==> config.mk <==
export PLATFORM = sky130hd
export DESIGN_NAME = fmrb_front_flat
export DESIGN_NICKNAME = d
export VERILOG_FILES = /design/src/hdl/framed_message_ring_buffer_defines.svh /design/src/hdl/fmrb_pkg.sv /design/src/hdl/fmrb_if.sv /design/src/hdl/fmrb_front.sv /design/src/flat_wrapper.sv
export SDC_FILE = /design/constraint.sdc
export NUM_CORES = 1
export LEC_CHECK = 0
export ABC_CLOCK_PERIOD_IN_PS = 8000
export BUFFER_PORTS_ARGS = -buffer_cell sky130_fd_sc_hd__buf_2
export CAP_MARGIN = 20
export CORE_MARGIN = 3
export CORE_UTILIZATION = 52
export CTS_CLUSTER_DIAMETER = 40
export CTS_CLUSTER_SIZE = 8
export DETAILED_ROUTE_END_ITERATION = 10
export PLACE_DENSITY = 0.79
export SLEW_MARGIN = 25
export SYNTH_ARGS = -nofsm -noshare
export SYNTH_HDL_FRONTEND = slang
export SYNTH_SLANG_ARGS = --single-unit
==> constraint.sdc <==
create_clock -name clk -period 8 [get_ports clk]
set_input_delay 1.2 -clock clk [delete_from_list [all_inputs] [get_ports clk]]
set_output_delay 1.2 -clock clk [all_outputs]
set_load 0.005 [all_outputs]
==> src/hdl/framed_message_ring_buffer_defines.svh <==
// assertion macros for the framed message ring buffer
`ifndef FRAMED_MESSAGE_RING_BUFFER_DEFINES_SVH
`define FRAMED_MESSAGE_RING_BUFFER_DEFINES_SVH
`ifndef SYNTHESIS
// condition holds at every edge out of reset
`define FMRB_ASSERT(lbl, clk, rst_n, cond) \
	lbl: assert property (@(posedge clk) disable iff (!rst_n) (cond)) \
		else $error("fmrb assertion failed");
// antecedent implies consequent in the same cycle
`define FMRB_ASSERT_IMPL(lbl, clk, rst_n, ante, cons) \
	lbl: assert property (@(posedge clk) disable iff (!rst_n) (ante) |-> (cons)) \
		else $error("fmrb implication failed");
`else
`define FMRB_ASSERT(lbl, clk, rst_n, cond)
`define FMRB_ASSERT_IMPL(lbl, clk, rst_n, ante, cons)
`endif
`endif

==> src/hdl/fmrb_pkg.sv <==
// shared types, constants and helpers of the framed message ring buffer
`default_nettype none
package fmrb_pkg;

	localparam int RING_BYTES   = 4096;
	localparam int HEADER_BYTES = 8;
	localparam int PTR_W        = $clog2(RING_BYTES);
	localparam int CNT_W        = $clog2(RING_BYTES + 1);

	// operation codes
	localparam logic [2:0] OP_PUSH_HDR  = 3'd0;
	localparam logic [2:0] OP_PUSH_DATA = 3'd1;
	localparam logic [2:0] OP_OPEN      = 3'd2;
	localparam logic [2:0] OP_READ      = 3'd3;
	localparam logic [2:0] OP_DISCARD   = 3'd4;
	localparam logic [2:0] OP_BAD       = 3'd7;

	// status codes
	localparam logic [2:0] ST_OK         = 3'd0;
	localparam logic [2:0] ST_NOT_ENOUGH = 3'd1;
	localparam logic [2:0] ST_NO_HEADER  = 3'd2;
	localparam logic [2:0] ST_PARTIAL    = 3'd3;
	localparam logic [2:0] ST_BAD_PARAM  = 3'd4;
	localparam logic [2:0] ST_BAD_SEQ    = 3'd5;

	typedef struct packed {
		logic [2:0]  mode;
		logic [31:0] msg_index;
		logic [15:0] msg_type;
		logic [15:0] msg_length;
		logic [7:0]  data_byte;
		logic [15:0] capacity;
		logic        consume;
		logic [16:0] total_length_in;
	} in_item_t;

	typedef struct packed {
		logic [2:0]  status;
		logic [31:0] out_index;
		logic [15:0] out_type;
		logic [15:0] out_length;
		logic [16:0] total_length;
		logic [7:0]  out_byte;
		logic        last;
	} out_item_t;

	// classified item handed from front to back
	typedef struct packed {
		logic [2:0] op;
		in_item_t   item;
	} cmd_t;

	// state seen by the checks at the top level
	typedef struct packed {
		logic [CNT_W-1:0] used;
		logic             push_active;
		logic             read_active;
	} back_status_t;

	// ring position plus an offset no larger than the ring
	function automatic logic [PTR_W-1:0] wrap_add(input logic [PTR_W-1:0] pos,
			input logic [16:0] amt);
		logic [17:0] s;
		s = 18'(pos) + 18'(amt);
		if (s >= 18'(RING_BYTES)) begin
			s = s - 18'(RING_BYTES);
		end
		return PTR_W'(s);
	endfunction

endpackage
`default_nettype wire

==> src/hdl/fmrb_if.sv <==
// valid/ready channel interfaces for request and result beats
`default_nettype none
interface fmrb_in_if import fmrb_pkg::*; ();
	logic     valid;
	logic     ready;
	in_item_t data;
	modport source(output valid, output data, input ready);
	modport sink(input valid, input data, output ready);
endinterface

`default_nettype wire

==> src/hdl/fmrb_front.sv <==
// front end: accepts request beats, classifies them and queues two deep
`default_nettype none
module fmrb_front import fmrb_pkg::*; (
	input  wire logic clk,
	input  wire logic arst_n,
	fmrb_in_if.sink   req,
	output logic      cmd_valid,
	output cmd_t      cmd,
	input  wire logic cmd_pop
);

	cmd_t       q_q [2];
	logic       wr_ptr_q;
	logic       rd_ptr_q;
	logic [1:0] count_q;
	logic       push;
	cmd_t       cls;

	// classify the mode
	always_comb begin
		cls.item = req.data;
		unique case (req.data.mode) inside
			OP_PUSH_HDR, OP_PUSH_DATA, OP_OPEN, OP_READ, OP_DISCARD: cls.op = req.data.mode;
			default: cls.op = OP_BAD;
		endcase
	end

	assign req.ready = (count_q != 2'd2);
	assign push      = req.valid && req.ready;
	assign cmd_valid = (count_q != 2'd0);
	assign cmd       = q_q[rd_ptr_q];

	// queue storage
	always_ff @(posedge clk) begin
		if (push) begin
			q_q[wr_ptr_q] <= cls;
		end
	end

	// queue pointers
	always_ff @(posedge clk or negedge arst_n) begin
		if (!arst_n) begin
			wr_ptr_q <= 1'b0;
			rd_ptr_q <= 1'b0;
			count_q  <= 2'd0;
		end else begin
			if (push) begin
				wr_ptr_q <= !wr_ptr_q;
			end
			if (cmd_pop) begin
				rd_ptr_q <= !rd_ptr_q;
			end
			count_q <= count_q + 2'(push) - 2'(cmd_pop);
		end
	end

endmodule
`default_nettype wire

==> src/flat_wrapper.sv <==
// flat-port wrapper written by rule: the top's interface ports become plain ports
module fmrb_front_flat import fmrb_pkg::*;
  (clk, arst_n, cmd_valid, cmd, cmd_pop, req_valid, req_data, req_ready);
  fmrb_in_if req_i ();
  input  wire logic clk;
  input  wire logic arst_n;
  output logic cmd_valid;
  output cmd_t cmd;
  input  wire logic cmd_pop;
  input wire logic [$bits(req_i.valid)-1:0] req_valid;
  input wire logic [$bits(req_i.data)-1:0] req_data;
  output wire logic [$bits(req_i.ready)-1:0] req_ready;
  assign req_i.valid = req_valid;
  assign req_i.data = req_data;
  assign req_ready = req_i.ready;
  fmrb_front u_core (.clk(clk), .arst_n(arst_n), .req(req_i), .cmd_valid(cmd_valid), .cmd(cmd), .cmd_pop(cmd_pop));
endmodule
==> results.yml <==
run_status:
  status: "finished, final reports clean"
timing:
  hold_viol: 0
  period_share: 0.5225
  finClkSkew_ns: 0.01414
  finalSetupViolCount: 0
  max-slew-margin-rel: 0.3462
  period_minus_slack_ns: 4.180
  drv_slew: 0
  worst_slew_pin_slew_ns: 0.9807
  rsz0062_at_grt: "no"
  fin_tns_setup_ns: 0
  max_freq_mhz: 239.2
cts:
  clock_latency_ns: 0.49
  clock_sinks: 228
  numCtsBuffers: 36
  cts_setup_buffers: 0
  clk_pin_slew_ns: 0.05
  cts_root_buf: "clkbuf_16"
  htree_levels: 2
  cts_hold_buffers: 0
  cts_buffer_depth: 3
  cts_tree: "yes"
  cts_resized: 0
detailed_routing:
  routed_wirelength_um: 16000
  avgRoutedWirePerCell_um: 18.69
  firstDrtPassIters: 4
  postRouteAntennaNets: 0
  vias: 4362
  dr.first_iter.drc_count: 262
  vias_per_cell: 5.096
  drc: 0
pwr:
  powerDensity_nw_per_um2: 379.8
  p_leak_nw: 4.370
  peakVddDrop_v: 0.0002783
final_layout:
  antenna_cells: 0
  postLayoutCoreUtil: 0.6874
  area_growth_pct: 28.00
  stdcell_area_sq_um: 11000
  fin_nets: 740
  layout-drive-gt1-share: 0.6109
synth:
  yosysMostFrequentCell: "edfxtp_1"
  ys_warn_count: 0
  yosys.area.top_type: "edfxtp_1"
  syn_avg_cell_area_sq_um: 23.22
  ys_types: 18
  ys_top_cells_by_count: "224 x edfxtp_1, 70 x mux2_4, 42 x mux2_2, 8 x buf_6"
  syn_area_sq_um: 8592
  yosys.area.top_type_share: 0.7829
  ys_seq_area_frac: 0.7945
  ys_top_cells_by_area: "edfxtp_1 78%, mux2_4 12%, mux2_2 5.5%"
  synth_nets: 485
  async_flop_share: 0.01754
  synth_edf_count: 224
  synth_cells: 370
  synth_top_flop_cell: "edfxtp_1"
  ys_ff_latch: 228
flow_run:
  drv_cap: 0
placed_design:
  placement.cell_area_sq_um: 9903
  dpl.hpwl_um: 10030
  place_congestion: 0.7276
  io_buffer_count: 226
critical_path:
  crit_fanout: 59
  end_kind: "primary output"
  start_kind: "flop"
  cp.arrival_ns: 2.98
  setup.worst_path.class: "reg -> out"
  required_ns: 6.80
  r2r_cells: 6
  reg2reg_slack_ns: 5.50
floorplan:
  dieArea_sq_um: 18100
  core_sq_um: 16000
  pin_count: 227
  dieWidth_um: 134.5
  start_util: 0.5370
  die_y_um: 134.5
  row_count: 46
global_routing:
  grt_overflow: 0
  grtUsageTotal: 0.1757
  antenna_found_initial: 1
  grt_max_degree: 77
  grt_pass1_vias: 4908
  grt_pass1_wl_um: 24870
hold_path:
  hold_path.class: "in -> async"
-- path summary, 6_finish.rpt --
kind                                              from                     endpoint
setup reg to reg           u_core.count_q[1]$_DFF_PN0_  u_core.q_q[0][62]$_DFFE_PP_
setup / recovery           u_core.rd_ptr_q$_DFFE_PN0P_                       cmd[0]
hold / removal                                  arst_n  u_core.wr_ptr_q$_DFFE_PN0P_
hold reg to reg            u_core.wr_ptr_q$_DFFE_PN0P_  u_core.wr_ptr_q$_DFFE_PN0P_
max in group asynchronous                       arst_n  u_core.rd_ptr_q$_DFFE_PN0P_
min in group clk           u_core.wr_ptr_q$_DFFE_PN0P_  u_core.wr_ptr_q$_DFFE_PN0P_
-- cell type report --
| cell class | count | area, sq um |
|---|---|---|
| Clock buffer | 47 | 973.4 |
| Clock inverter | 6 | 62.56 |
| Fill cell | 1067 | 5002 |
| Inverter | 3 | 11.26 |
| Multi-Input combinational cell | 125 | 1638 |
| Sequential cell | 228 | 6830 |
| Tap cell | 216 | 270.3 |
| Timing Repair Buffer | 231 | 1212 |
-- cell families after synthesis --
logic type                 Yosys count  synth area share
muxes                              112            0.1774
buffers and inverters               17           0.01631
AOI/OAI and AO/OA                    2          0.001747
and+or+nand+nor                      5          0.003059
DFF                                228            0.7945
xor gates and xnor gates             4          0.004078
adders and majority gates            2          0.002912
-- report_power, final --
part | total, W | internal, W | switching, W
registers | 0.00177 | 0.00164 | 0.000133
logic | 0.00107 | 0.000601 | 0.000466
clock network | 0.00134 | 0.000872 | 0.000466
-- worst max-delay path, stage by stage, from the launching register on --
cell and delay, ns:
dfrtp_4 1.01, buf_4 0.87, mux2_2 0.42, buf_2 0.13
-- layer usage --
layer  vias up  GRT usage  part of all wire
met3        31    0.05812             0.087
met5         -          0           0.00044
li1       1977          -                 -
met2       186     0.3168              0.52
met1      2166     0.1941              0.37
met4         2    0.06448             0.020
-- stage by stage --
stage | instances | hold WS (ns) | setup slack, ns | power (W)
CTS | 854 | 0.4857 | 3.752 | 0.004222
global placement | 801 | 0.5402 | 4.311 | 0.002820
finish | 856 | 0.5088 | 3.820 | 0.004177
global route | 856 | 0.4904 | 3.674 | 0.004378
floorplan | 370 | 0.4604 | 1.469 | 0.002498
detailed placement | 801 | 0.5610 | 4.291 | 0.002858
-- state kept, by name, indices dropped and copies added, names as in the netlist --
signal	cells
u_core.q_q	224
u_core.wr_ptr_q	1
u_core.count_q	2
u_core.rd_ptr_q	1
-- layout by cell type (no fill, tap or decap), drive strengths merged, types with 2 or more instances in the layout --
cell and instances:
a21o 2, clkbuf 47, xnor2 3, dfrtp 4, buf 231, ha 2
edfxtp 224, clkinv 3, inv 5, mux2 112
(Power assumes the default switching activity.)
